<file path="src/rtl/row_fir_filter_clamp_core_defines.svh">
// assertion helpers for the row filter core
// both expect aclk and aresetn in the scope of the use
`ifndef ROW_FIR_FILTER_CLAMP_CORE_DEFINES_SVH
`define ROW_FIR_FILTER_CLAMP_CORE_DEFINES_SVH

// same-cycle implication
`define RFFC_ASSERT_NOW(lbl, pre, post, msg) \
    lbl: assert property (@(posedge aclk) disable iff (!aresetn) (pre) |-> (post)) \
        else $error(msg);

// next-cycle implication
`define RFFC_ASSERT_NEXT(lbl, pre, post, msg) \
    lbl: assert property (@(posedge aclk) disable iff (!aresetn) (pre) |=> (post)) \
        else $error(msg);

`endif

</file>
<file path="src/rtl/rffc_pkg.sv">
package rffc_pkg;

    localparam int PIX_W              = 8;
    localparam int COEF_W             = 16;
    localparam int PROD_W             = PIX_W + COEF_W;
    localparam int LAG_W              = 3;
    localparam int COEF_FRAC_BITS     = 14;
    localparam int COEF_TAPS_SIDE     = 4;
    localparam int DEFAULT_MAX_RADIUS = 4;
    localparam int CFG_DATA_W         = 64;
    localparam int CFG_INDEX_W        = 2;

    localparam logic [PIX_W-1:0]  PIX_MAX           = 8'hFF;
    localparam logic [LAG_W-1:0]  SEEN_MAX          = 3'd7;
    localparam logic [COEF_W-1:0] COEF_CENTER_RESET = 16'h4000;

    // register indexes
    localparam logic [CFG_INDEX_W-1:0] CFG_COEF_LEFT   = 2'd0;
    localparam logic [CFG_INDEX_W-1:0] CFG_COEF_RIGHT  = 2'd1;
    localparam logic [CFG_INDEX_W-1:0] CFG_COEF_CENTER = 2'd2;
    localparam logic [CFG_INDEX_W-1:0] CFG_RADIUS      = 2'd3;

    typedef struct packed {
        logic [CFG_DATA_W-1:0] coef_left;
        logic [CFG_DATA_W-1:0] coef_right;
        logic [COEF_W-1:0]     coef_center;
        logic [LAG_W-1:0]      radius;
    } cfg_t;

    typedef struct packed {
        logic row_last;
        logic burst_last;
    } res_flags_t;

    // one column request from the window stage to the arithmetic
    typedef struct packed {
        logic             valid;
        logic [LAG_W-1:0] lag;
        logic [LAG_W-1:0] radius;
        res_flags_t       flags;
    } tap_req_t;

    // coefficient of tap offset j, zero beyond the stored taps
    function automatic logic signed [COEF_W-1:0] tap_coef(input cfg_t cfg, input int j);
        int                    k;
        logic [CFG_DATA_W-1:0] bank;
        k    = (j < 0) ? -j : j;
        bank = (j < 0) ? cfg.coef_left : cfg.coef_right;
        if (j == 0) begin
            return $signed(cfg.coef_center);
        end
        if (k > COEF_TAPS_SIDE) begin
            return '0;
        end
        return $signed(bank[COEF_W*(k-1) +: COEF_W]);
    endfunction

endpackage

</file>
<file path="src/rtl/rffc_cfg.sv">
module rffc_cfg (
    input  logic                                aclk,
    input  logic                                aresetn,
    input  logic                                cfg_wr_en,
    input  logic [rffc_pkg::CFG_INDEX_W-1:0]    cfg_index,
    input  logic [rffc_pkg::CFG_DATA_W-1:0]     cfg_wdata,
    output rffc_pkg::cfg_t                      cfg
);
    import rffc_pkg::*;

    cfg_t cfg_reg;
    cfg_t cfg_next;

    always_comb begin
        cfg_next = cfg_reg;
        if (cfg_wr_en) begin
            unique case (cfg_index)
                CFG_COEF_LEFT:   cfg_next.coef_left   = cfg_wdata;
                CFG_COEF_RIGHT:  cfg_next.coef_right  = cfg_wdata;
                CFG_COEF_CENTER: cfg_next.coef_center = cfg_wdata[COEF_W-1:0];
                CFG_RADIUS:      cfg_next.radius      = cfg_wdata[LAG_W-1:0];
                default:         cfg_next = cfg_reg;
            endcase
        end
    end

    always_ff @(posedge aclk) begin
        if (!aresetn) begin
            cfg_reg.coef_left   <= '0;
            cfg_reg.coef_right  <= '0;
            cfg_reg.coef_center <= COEF_CENTER_RESET;
            cfg_reg.radius      <= '0;
        end else begin
            cfg_reg <= cfg_next;
        end
    end

    assign cfg = cfg_reg;

endmodule

</file>
<file path="src/rtl/rffc_window.sv">
module rffc_window #(
    parameter int MAX_RADIUS = rffc_pkg::DEFAULT_MAX_RADIUS
) (
    input  logic                                    aclk,
    input  logic                                    aresetn,
    input  logic                                    s_valid,
    output logic                                    s_ready,
    input  logic [rffc_pkg::PIX_W-1:0]              s_pixel,
    input  logic                                    s_row_end,
    input  logic [rffc_pkg::LAG_W-1:0]              cfg_radius,
    input  logic                                    tap_ready,
    output rffc_pkg::tap_req_t                      tap_req,
    output logic [2*MAX_RADIUS:0][rffc_pkg::PIX_W-1:0] window
);
    import rffc_pkg::*;

    localparam int WIN_LEN = 2 * MAX_RADIUS + 1;

    logic [WIN_LEN-1:0][PIX_W-1:0] window_reg, window_next;
    logic [LAG_W-1:0] seen_reg, seen_next;
    logic             valid_reg, valid_next;
    logic             flush_reg, flush_next;
    logic [LAG_W-1:0] lag_reg, lag_next;
    logic [LAG_W-1:0] radius_reg, radius_next;
    logic [LAG_W-1:0] r_eff;
    logic             accept;
    logic             job_done;

    assign r_eff    = (int'(cfg_radius) > MAX_RADIUS) ? LAG_W'(MAX_RADIUS) : cfg_radius;
    assign job_done = valid_reg && tap_ready && (!flush_reg || (lag_reg == '0));
    assign s_ready  = !valid_reg || job_done;
    assign accept   = s_valid && s_ready;

    always_comb begin
        window_next = window_reg;
        seen_next   = seen_reg;
        valid_next  = valid_reg;
        flush_next  = flush_reg;
        lag_next    = lag_reg;
        radius_next = radius_reg;
        if (accept) begin
            // first pixel of a row fills the window: left edge replication
            if (seen_reg == '0) begin
                for (int i = 0; i < WIN_LEN; i++) begin
                    window_next[i] = s_pixel;
                end
            end else begin
                window_next = {window_reg[WIN_LEN-2:0], s_pixel};
            end
            radius_next = r_eff;
            if (!s_row_end) begin
                valid_next = (seen_reg >= r_eff);
                flush_next = 1'b0;
                lag_next   = r_eff;
                seen_next  = (seen_reg != SEEN_MAX) ? seen_reg + 1'b1 : seen_reg;
            end else begin
                valid_next = 1'b1;
                flush_next = 1'b1;
                lag_next   = (seen_reg < r_eff) ? seen_reg : r_eff;
                seen_next  = '0;
            end
        end else if (valid_reg && tap_ready) begin
            if (flush_reg && (lag_reg != '0)) begin
                lag_next = lag_reg - 1'b1;
            end else begin
                valid_next = 1'b0;
            end
        end
    end

    always_ff @(posedge aclk) begin
        if (!aresetn) begin
            seen_reg  <= '0;
            valid_reg <= 1'b0;
        end else begin
            seen_reg  <= seen_next;
            valid_reg <= valid_next;
        end
        window_reg <= window_next;
        flush_reg  <= flush_next;
        lag_reg    <= lag_next;
        radius_reg <= radius_next;
    end

    assign tap_req.valid            = valid_reg;
    assign tap_req.lag              = lag_reg;
    assign tap_req.radius           = radius_reg;
    assign tap_req.flags.row_last   = flush_reg && (lag_reg == '0);
    assign tap_req.flags.burst_last = !flush_reg || (lag_reg == '0);
    assign window                   = window_reg;

endmodule

</file>
<file path="src/rtl/rffc_mac.sv">
module rffc_mac #(
    parameter int MAX_RADIUS = rffc_pkg::DEFAULT_MAX_RADIUS
) (
    input  logic                                       aclk,
    input  logic                                       aresetn,
    input  rffc_pkg::cfg_t                             cfg,
    input  rffc_pkg::tap_req_t                         tap_req,
    input  logic [2*MAX_RADIUS:0][rffc_pkg::PIX_W-1:0] window,
    output logic                                       tap_ready,
    output logic                                       m_valid,
    input  logic                                       m_ready,
    output logic [rffc_pkg::PIX_W-1:0]                 m_filtered,
    output logic                                       m_row_last,
    output logic                                       m_burst_last
);
    import rffc_pkg::*;

    localparam int WIN_LEN = 2 * MAX_RADIUS + 1;
    localparam int IDX_W   = $clog2(WIN_LEN);
    localparam int SUM_W   = PROD_W + $clog2(WIN_LEN);

    logic signed [PROD_W-1:0] prod_next [WIN_LEN];
    logic signed [PROD_W-1:0] prod_reg  [WIN_LEN];
    logic                     prod_valid_reg;
    res_flags_t               prod_flags_reg;

    logic signed [SUM_W-1:0]  sum_next, sum_reg;
    logic                     sum_valid_reg;
    res_flags_t               sum_flags_reg;

    logic [PIX_W-1:0]         out_next, out_reg;
    logic                     out_valid_reg;
    res_flags_t               out_flags_reg;

    logic out_rdy, sum_rdy, prod_rdy;

    assign out_rdy   = !out_valid_reg || m_ready;
    assign sum_rdy   = !sum_valid_reg || out_rdy;
    assign prod_rdy  = !prod_valid_reg || sum_rdy;
    assign tap_ready = prod_rdy;

    // one product per tap; positions past the row ends clamp onto the window ends
    always_comb begin
        int                       j;
        int                       d;
        int                       k;
        logic [PIX_W-1:0]         pix;
        logic signed [COEF_W-1:0] coef;
        for (int t = 0; t < WIN_LEN; t++) begin
            j = t - MAX_RADIUS;
            d = int'(tap_req.lag) - j;
            k = (j < 0) ? -j : j;
            if (d < 0) begin
                d = 0;
            end
            if (d > WIN_LEN - 1) begin
                d = WIN_LEN - 1;
            end
            pix  = window[d[IDX_W-1:0]];
            coef = (k <= int'(tap_req.radius)) ? tap_coef(cfg, j) : '0;
            prod_next[t] = $signed({{(PROD_W-PIX_W){1'b0}}, pix})
                         * $signed({{(PROD_W-COEF_W){coef[COEF_W-1]}}, coef});
        end
    end

    always_comb begin
        sum_next = '0;
        for (int t = 0; t < WIN_LEN; t++) begin
            sum_next = sum_next + SUM_W'(prod_reg[t]);
        end
    end

    // shift down, clamp to the pixel range
    always_comb begin
        logic signed [SUM_W-1:0] shifted;
        shifted = sum_reg >>> COEF_FRAC_BITS;
        if (sum_reg <= 0) begin
            out_next = '0;
        end else if (shifted > $signed({{(SUM_W-PIX_W){1'b0}}, PIX_MAX})) begin
            out_next = PIX_MAX;
        end else begin
            out_next = shifted[PIX_W-1:0];
        end
    end

    always_ff @(posedge aclk) begin
        if (!aresetn) begin
            prod_valid_reg <= 1'b0;
            sum_valid_reg  <= 1'b0;
            out_valid_reg  <= 1'b0;
        end else begin
            if (prod_rdy) begin
                prod_valid_reg <= tap_req.valid;
            end
            if (sum_rdy) begin
                sum_valid_reg <= prod_valid_reg;
            end
            if (out_rdy) begin
                out_valid_reg <= sum_valid_reg;
            end
        end
        if (prod_rdy) begin
            prod_reg       <= prod_next;
            prod_flags_reg <= tap_req.flags;
        end
        if (sum_rdy) begin
            sum_reg       <= sum_next;
            sum_flags_reg <= prod_flags_reg;
        end
        if (out_rdy) begin
            out_reg       <= out_next;
            out_flags_reg <= sum_flags_reg;
        end
    end

    assign m_valid      = out_valid_reg;
    assign m_filtered   = out_reg;
    assign m_row_last   = out_flags_reg.row_last;
    assign m_burst_last = out_flags_reg.burst_last;

endmodule

</file>
<file path="src/rtl/row_fir_filter_clamp_core.sv">
// path: a column goes from the window register through the product, sum and output registers to m_valid
// throughput: one pixel per cycle while m_ready stays high; a row-end pixel holds the window stage until it
//   has issued up to R+1 columns (fewer on a row shorter than R+1 pixels), one column each cycle
// every stage has its own valid so bubbles close up; m_ready reaches s_ready through the readies
// reset: aresetn synchronous, active low; clears the valid flags, the row position and the
//   registers to their defaults (centre tap 1.0, all side taps 0, radius 0)
`include "row_fir_filter_clamp_core_defines.svh"

module row_fir_filter_clamp_core #(
    parameter int MAX_RADIUS = rffc_pkg::DEFAULT_MAX_RADIUS
) (
    input  logic                                aclk,
    input  logic                                aresetn,
    // pixel requests, raster order
    input  logic                                s_valid,
    output logic                                s_ready,
    input  logic [rffc_pkg::PIX_W-1:0]          s_pixel,
    input  logic                                s_row_end,
    // filtered results
    output logic                                m_valid,
    input  logic                                m_ready,
    output logic [rffc_pkg::PIX_W-1:0]          m_filtered,
    output logic                                m_row_last,
    output logic                                m_burst_last,
    // register writes, only while idle
    input  logic                                cfg_wr_en,
    input  logic [rffc_pkg::CFG_INDEX_W-1:0]    cfg_index,
    input  logic [rffc_pkg::CFG_DATA_W-1:0]     cfg_wdata
);
    import rffc_pkg::*;

    cfg_t                          cfg;
    tap_req_t                      tap_req;
    logic                          tap_ready;
    logic [2*MAX_RADIUS:0][PIX_W-1:0] window;

    // coefficient and radius registers
    rffc_cfg u_cfg (
        .aclk      (aclk),
        .aresetn   (aresetn),
        .cfg_wr_en (cfg_wr_en),
        .cfg_index (cfg_index),
        .cfg_wdata (cfg_wdata),
        .cfg       (cfg)
    );

    // input register: pixel window, row position and the column being issued
    // an ordinary pixel issues the column R back once R earlier pixels are in,
    // a row-end pixel issues the remaining columns oldest first
    rffc_window #(
        .MAX_RADIUS (MAX_RADIUS)
    ) u_window (
        .aclk       (aclk),
        .aresetn    (aresetn),
        .s_valid    (s_valid),
        .s_ready    (s_ready),
        .s_pixel    (s_pixel),
        .s_row_end  (s_row_end),
        .cfg_radius (cfg.radius),
        .tap_ready  (tap_ready),
        .tap_req    (tap_req),
        .window     (window)
    );

    // products, sum, then shift and clamp into the output register
    rffc_mac #(
        .MAX_RADIUS (MAX_RADIUS)
    ) u_mac (
        .aclk         (aclk),
        .aresetn      (aresetn),
        .cfg          (cfg),
        .tap_req      (tap_req),
        .window       (window),
        .tap_ready    (tap_ready),
        .m_valid      (m_valid),
        .m_ready      (m_ready),
        .m_filtered   (m_filtered),
        .m_row_last   (m_row_last),
        .m_burst_last (m_burst_last)
    );

    // the row's final column is always the last result of its request
    `RFFC_ASSERT_NOW(a_row_last_ends_burst, m_valid && m_row_last, m_burst_last,
        "row_last without burst_last")
    // no new pixel is taken while a row flush still has columns to issue
    `RFFC_ASSERT_NOW(a_flush_blocks_input, tap_req.valid && !tap_req.flags.burst_last,
        !s_ready, "input taken during row flush")
    // a row-end pixel always leaves at least one column to issue
    `RFFC_ASSERT_NEXT(a_row_end_issues, s_valid && s_ready && s_row_end, tap_req.valid,
        "row end produced no column")

endmodule
</file>
<file path="config.mk">
export PLATFORM = sky130hd
export DESIGN_NAME = row_fir_filter_clamp_core
export DESIGN_NICKNAME = d
export VERILOG_FILES = /design/src/rtl/rffc_pkg.sv /design/src/rtl/rffc_cfg.sv /design/src/rtl/rffc_window.sv /design/src/rtl/rffc_mac.sv /design/src/rtl/row_fir_filter_clamp_core.sv
export VERILOG_INCLUDE_DIRS = /design/src /design/src/rtl
export SDC_FILE = /design/constraint.sdc
export NUM_CORES = 2
export LEC_CHECK = 0
export ABC_AREA = 1
export BUFFER_PORTS_ARGS = -buffer_cell sky130_fd_sc_hd__buf_2
export CORE_ASPECT_RATIO = 0.75
export CORE_UTILIZATION = 45
export CTS_CLUSTER_SIZE = 30
export DETAILED_ROUTE_END_ITERATION = 10
export HOLD_SLACK_MARGIN = 0.08
export PLACE_DENSITY = 0.61
export SLEW_MARGIN = 15
export SYNTH_ARGS = -nofsm -noshare
export SYNTH_HDL_FRONTEND = slang
export SYNTH_SLANG_ARGS = --single-unit
</file>
<file path="constraint.sdc">
create_clock -name aclk -period 13.4 [get_ports aclk]
set_input_delay 2.68 -clock aclk [delete_from_list [all_inputs] [get_ports aclk]]
set_output_delay 2.68 -clock aclk [all_outputs]
set_load 0.01 [all_outputs]
</file>
## Word level (Yosys, flattened, before mapping)

Cells that the tools add are included.

- Add/sub/neg operators: 18
- Multipliers: 9
- Order comparisons: 36
- Eq/ne operators: 5
- Mux-type cells: 59
- Reductions and logical operators: 29

Operators by type and width:

| kind | number |
|---|---|
| 8-bit binary-select mux with 4-bit select | 9 |
| 32-bit by 5-bit greater-than comparator with 1-bit output (second input constant) | 8 |
| 32-bit by 1-bit less-than comparator with 1-bit output (second input constant) | 8 |
| 32-bit two-way mux | 8 |
| 9-bit by 16-bit multiplier with 24-bit output | 9 |
| 28-bit by 24-bit adder with 28-bit output | 6 |
| 16-bit two-way mux | 8 |
| 8-bit two-way mux | 10 |
| 72-bit two-way mux | 1 |
| 4-bit by 5-bit less-than comparator with 1-bit output (second input constant) | 9 |
| 4-bit two-way mux | 9 |
| 28-bit by 1-bit <= comparator with 1-bit output (second input constant) | 1 |
| 3-bit two-way mux | 9 |
| 25-bit by 24-bit adder with 26-bit output | 1 |
| 24-bit by 24-bit adder with 25-bit output | 1 |
| 14-bit by 9-bit greater-than comparator with 1-bit output (second input constant) | 1 |
| 2-bit AND reduction | 7 |
| 4-bit by 3-bit subtractor with 5-bit output (second input constant) | 2 |
| 3-bit by 2-bit subtractor with 4-bit output (second input constant) | 2 |
| 2-bit by 3-bit <= comparator with 1-bit output (first input constant) | 2 |
| 3-bit logical NOT | 2 |
| 2-bit nonzero test | 3 |
| 1-bit logical AND | 5 |
| 1-bit logical NOT | 5 |
| other kinds (21) | 30 |

- Bits in registers: 491
- Bits of input ports: 80
- Output and inout bits: 12
- Word-level logic and storage cells: 194

## Depth between registers and ports, before layout

- Depth in word-level cells: 10
- Mapped depth: 36
- Depth with buffers taken out: 32

## Cells and area by module

A second synthesis with hierarchy kept.

- Cells, all modules: 9391
- Area total of the unflattened synthesis: 72032.8 um^2

By module, submodules not included:

| module | instances | cells an instance | area each (um^2) | seq. area each (um^2) |
|---|---|---|---|---|
| rffc_mac | 1 | 8125 | 62133.3 | 7807.5 |
| rffc_cfg | 1 | 948 | 6323.6 | 2942.8 |
| rffc_window | 1 | 318 | 3575.9 | 2452.4 |

## Least setup slack after synthesis

No wires, ideal clock.

- Kind: input to output
- From: input m_ready
- To: output s_ready
- Arrival time: 8.380 ns
- Required time: 10.720 ns
- Path slack: 2.340 ns
- Stages on the path: 6
- Path buffers: 0
- Path through: inv_1 nand2_1 nor2_1 nand2_1 a21oi_1 inv_1

- Word-level cells in the longest chain between the ends: 6

RTL lines:

| element | RTL line | source |
|---|---|---|
| from (decl) | row_fir_filter_clamp_core.sv:21 | `input logic m_ready,` |
| 1-bit logical OR | rffc_mac.sv:37 | `assign out_rdy = !out_valid_reg \|\| m_ready;` |
| net u_mac.out_rdy | rffc_mac.sv:35 | `logic out_rdy, sum_rdy, prod_rdy;` |
| 1-bit logical OR | rffc_mac.sv:38 | `assign sum_rdy = !sum_valid_reg \|\| out_rdy;` |
| 1-bit logical OR | rffc_mac.sv:39 | `assign prod_rdy = !prod_valid_reg \|\| sum_rdy;` |
| net tap_ready | row_fir_filter_clamp_core.sv:34 | `logic tap_ready;` |
| 1-bit logical AND (2 in a row) | rffc_window.sv:30 | `assign job_done = valid_reg && tap_ready && (!flush_reg \|\| (lag_reg == '0));` |
| 1-bit logical OR | rffc_window.sv:31 | `assign s_ready = !valid_reg \|\| job_done;` |
| to (decl) | row_fir_filter_clamp_core.sv:16 | `output logic s_ready,` |

The timed path passes the listed nets, and every way through them passes these cells.

==> flow_metrics.tcl <==
set metrics [dict create \
    status "finished, final reports clean" \
    post-synth-top-area-cell "fa_1" \
    synth_area_leaders "fa_1 (30%), edfxtp_1 (14%), inv_1 (10%)" \
    die_y_um 345 \
    worstSetupPathType "flop to flop" \
    clk_pin_slew_ns 0.06 \
    fmax_mhz 116 \
    worstRegToRegCells 20 \
    core_um2 155000 \
    slew-limit-headroom 0.177 \
    syn_avg_cell_area_um2 7.92 \
    finalHoldViolations 0 \
    post_cts_resized 0 \
    cp-end-kind "flop" \
    fin_nets 10500 \
    place.detailed.hpwl_mm 206 \
    crit_path_start_kind "flop" \
    viasPerCell 5.45 \
    fin_crit_ns 8.62 \
    timing.reg2reg.setup_slack_ns 4.78 \
    synth_area_um2 70600 \
    setup_viol_count_final 0 \
    drt_iter0_drc 6714 \
    ios 92 \
    netlist.area_leader.share 0.299 \
    dp.cells 10900 \
    fin_tns_setup_ns 0 \
    wl_mm 248 \
    fin_crit_sh 0.643 \
    die_area_um2 158000 \
    cts_sinks 491 \
    required_ns 13.86 \
    synth_edf_count 337 \
    max_cap_violations 0 \
    clockBufferDepth 3 \
    yosysMostFrequentCell "inv_1" \
    endpoint "u_mac.prod_reg[165]$_DFFE_PP_" \
    cts_tree "yes" \
    yosys-top-cells-count "inv_1 (1,899), nand2_1 (1,551), nor2_1 (1,178), fa_1 (1,053), o21ai_0 (508)" \
    reg2reg_to "u_mac.prod_reg[165]$_DFFE_PP_" \
    cp-startpoint "u_window.lag_reg[2]$_DFFE_PP_" \
    utilization 0.482 \
    syn-num-nets 10500 \
    report.final.slew_viol_count 0 \
    rows 125 \
    vdd_ir_drop_max_uv 734 \
    grt_max_degree 151 \
    cts_hold_buf 0 \
    tightest_slew_ns 1.23 \
    numCtsBuffers 60 \
    ys_ff_latch 491 \
    ys_async_sr_fraction 0 \
    final_cells 11000 \
    syn2layout_area_growth_pct 6.01 \
    power_leakage_nw 39.0 \
    ys_warn_count 0 \
    min_path_type "flop to flop" \
    firstDrtPassIters 8 \
    portBuffers 91 \
    clock-root-buffer "clkbuf_16" \
    gp_congestion 1.06 \
    largest_reg_flops 216 \
    routedWlPerCell_um 22.5 \
    power_w 0.0207 \
    crit_fanout 29 \
    finClkSkew_ns 0.0282 \
    rsz0062_at_grt "no" \
    die_width_um 459 \
    routed-via-count 60100 \
    track_usage 0.316 \
    yosysSeqAreaShare 0.187 \
    drive_above_1_share 0.0358 \
    clk_latency_ns 0.71 \
    grt_pass1_vias 58900 \
    r2r-start "u_window.lag_reg[2]$_DFFE_PP_" \
    grt_pass1_wl_mm 373 \
    synth_cell_types 56 \
    drc_errors 0 \
    post_cts_buffers 0 \
    cp.arrival_ns 9.07 \
    antenna_found_initial 20 \
    hold_ws_ns 0.424 \
    synth_ff_type "edfxtp_1" \
    grt_overflow 0 \
    drtAntennaViolNets 0 \
    synthCells 8916 \
    start_util 0.454 \
    p_per_area_nw_per_um2 276 \
    cts-htree-levels 2 \
]
worst min-delay path by stage:
stage	cells after the start	endpoint	start	slack, ns
2_1_floorplan	0	u_mac.m_burst_last$_DFFE_PP_	u_mac.sum_flags_reg[0]$_DFFE_PP_	0.40
3_3_place_gp	0	u_mac.m_row_last$_DFFE_PP_	u_mac.sum_flags_reg[1]$_DFFE_PP_	0.41
3_5_place_dp	0	u_mac.m_row_last$_DFFE_PP_	u_mac.sum_flags_reg[1]$_DFFE_PP_	0.41
4_1_cts	0	u_mac.m_row_last$_DFFE_PP_	u_mac.sum_flags_reg[1]$_DFFE_PP_	0.42
5_1_grt	0	u_mac.m_row_last$_DFFE_PP_	u_mac.sum_flags_reg[1]$_DFFE_PP_	0.42
6_report	0	u_mac.m_row_last$_DFFE_PP_	u_mac.sum_flags_reg[1]$_DFFE_PP_	0.42
stage by stage:
step	worst slack (ns)	cell area, µm²
finish	4.78	74800
global route	4.70	74800
CTS	5.18	74800
detailed placement	5.20	72800
global placement	5.26	72800
floorplan	2.34	70600
final cells by class:
| type | instances | area (µm²) |
|---|---|---|
| multi-input cells | 6256 | 48900 |
| repair buffers | 134 | 806 |
| flip-flops and latches | 491 | 13200 |
| fillers | 15400 | 80500 |
| clock inverters | 38 | 368 |
| clock buffers | 76 | 1610 |
| inverters | 1928 | 7240 |
| diodes | 10 | 25.0 |
| well taps | 2095 | 2620 |
logic make-up (layout without fill, tap and decap cells):
family | after synthesis | after routing | share of synthesized area
AO/OA/AOI/OAI | 1146 | 1146 | 0.0877
XOR/XNOR | 198 | 198 | 0.0248
adder cells (fa/ha/maj) | 1545 | 1545 | 0.386
buffers and inverters | 2169 | 2176 | 0.120
flip-flops | 491 | 491 | 0.187
other | 0 | 10 | 0
AND/OR/NAND/NOR | 3367 | 3367 | 0.194
worst max-delay path, cell delays in order, from the launching register on:
cell	delay, ns
edfxtp_1	0.32
buf_4	0.37
inv_2	0.32
ha_1	0.86
clkinv_1	0.89
nand3_1	0.54
nand3_1	0.62
nand2_1	0.51
nor2_1	0.10
fa_1	0.66
inv_1	0.15
fa_1	0.50
fa_1	0.50
fa_1	0.49
inv_1	0.04
ha_1	0.38
nand2_1	0.15
nor3_1	0.37
nand4_1	0.30
nand4_1	0.18
nand2_1	0.07
layout by cell type (no fill, tap or decap), types with 90 or more instances in the layout:
master / n
nand4_1: 103
nand2_1: 1549
xor2_1: 138
a21oi_1: 445
fa_1: 1053
o21ai_0: 505
edfxtp_1: 337
nor2_1: 1175
ha_1: 492
buf_2: 90
inv_1: 1899
nand3_1: 435
dfxtp_1: 154
power by group:
| group | internal, W | switching [W] | leakage (nW) | total (W) |
|---|---|---|---|---|
| Clock | 0.000938 | 0.000774 | 0.944 | 0.00171 |
| Sequential | 0.00256 | 0.000400 | 5.03 | 0.00296 |
| Combinational | 0.00531 | 0.0107 | 33.0 | 0.0160 |
per-layer routing:
metal  share of wire  wire length, µm  global-route usage
met1            0.47           117000               0.486
met2            0.39            96700               0.433
met3            0.11            27900              0.0800
met4           0.029             7170              0.0845
met5         0.00066              164             0.00503
Power figures use the tool's default switching activity.
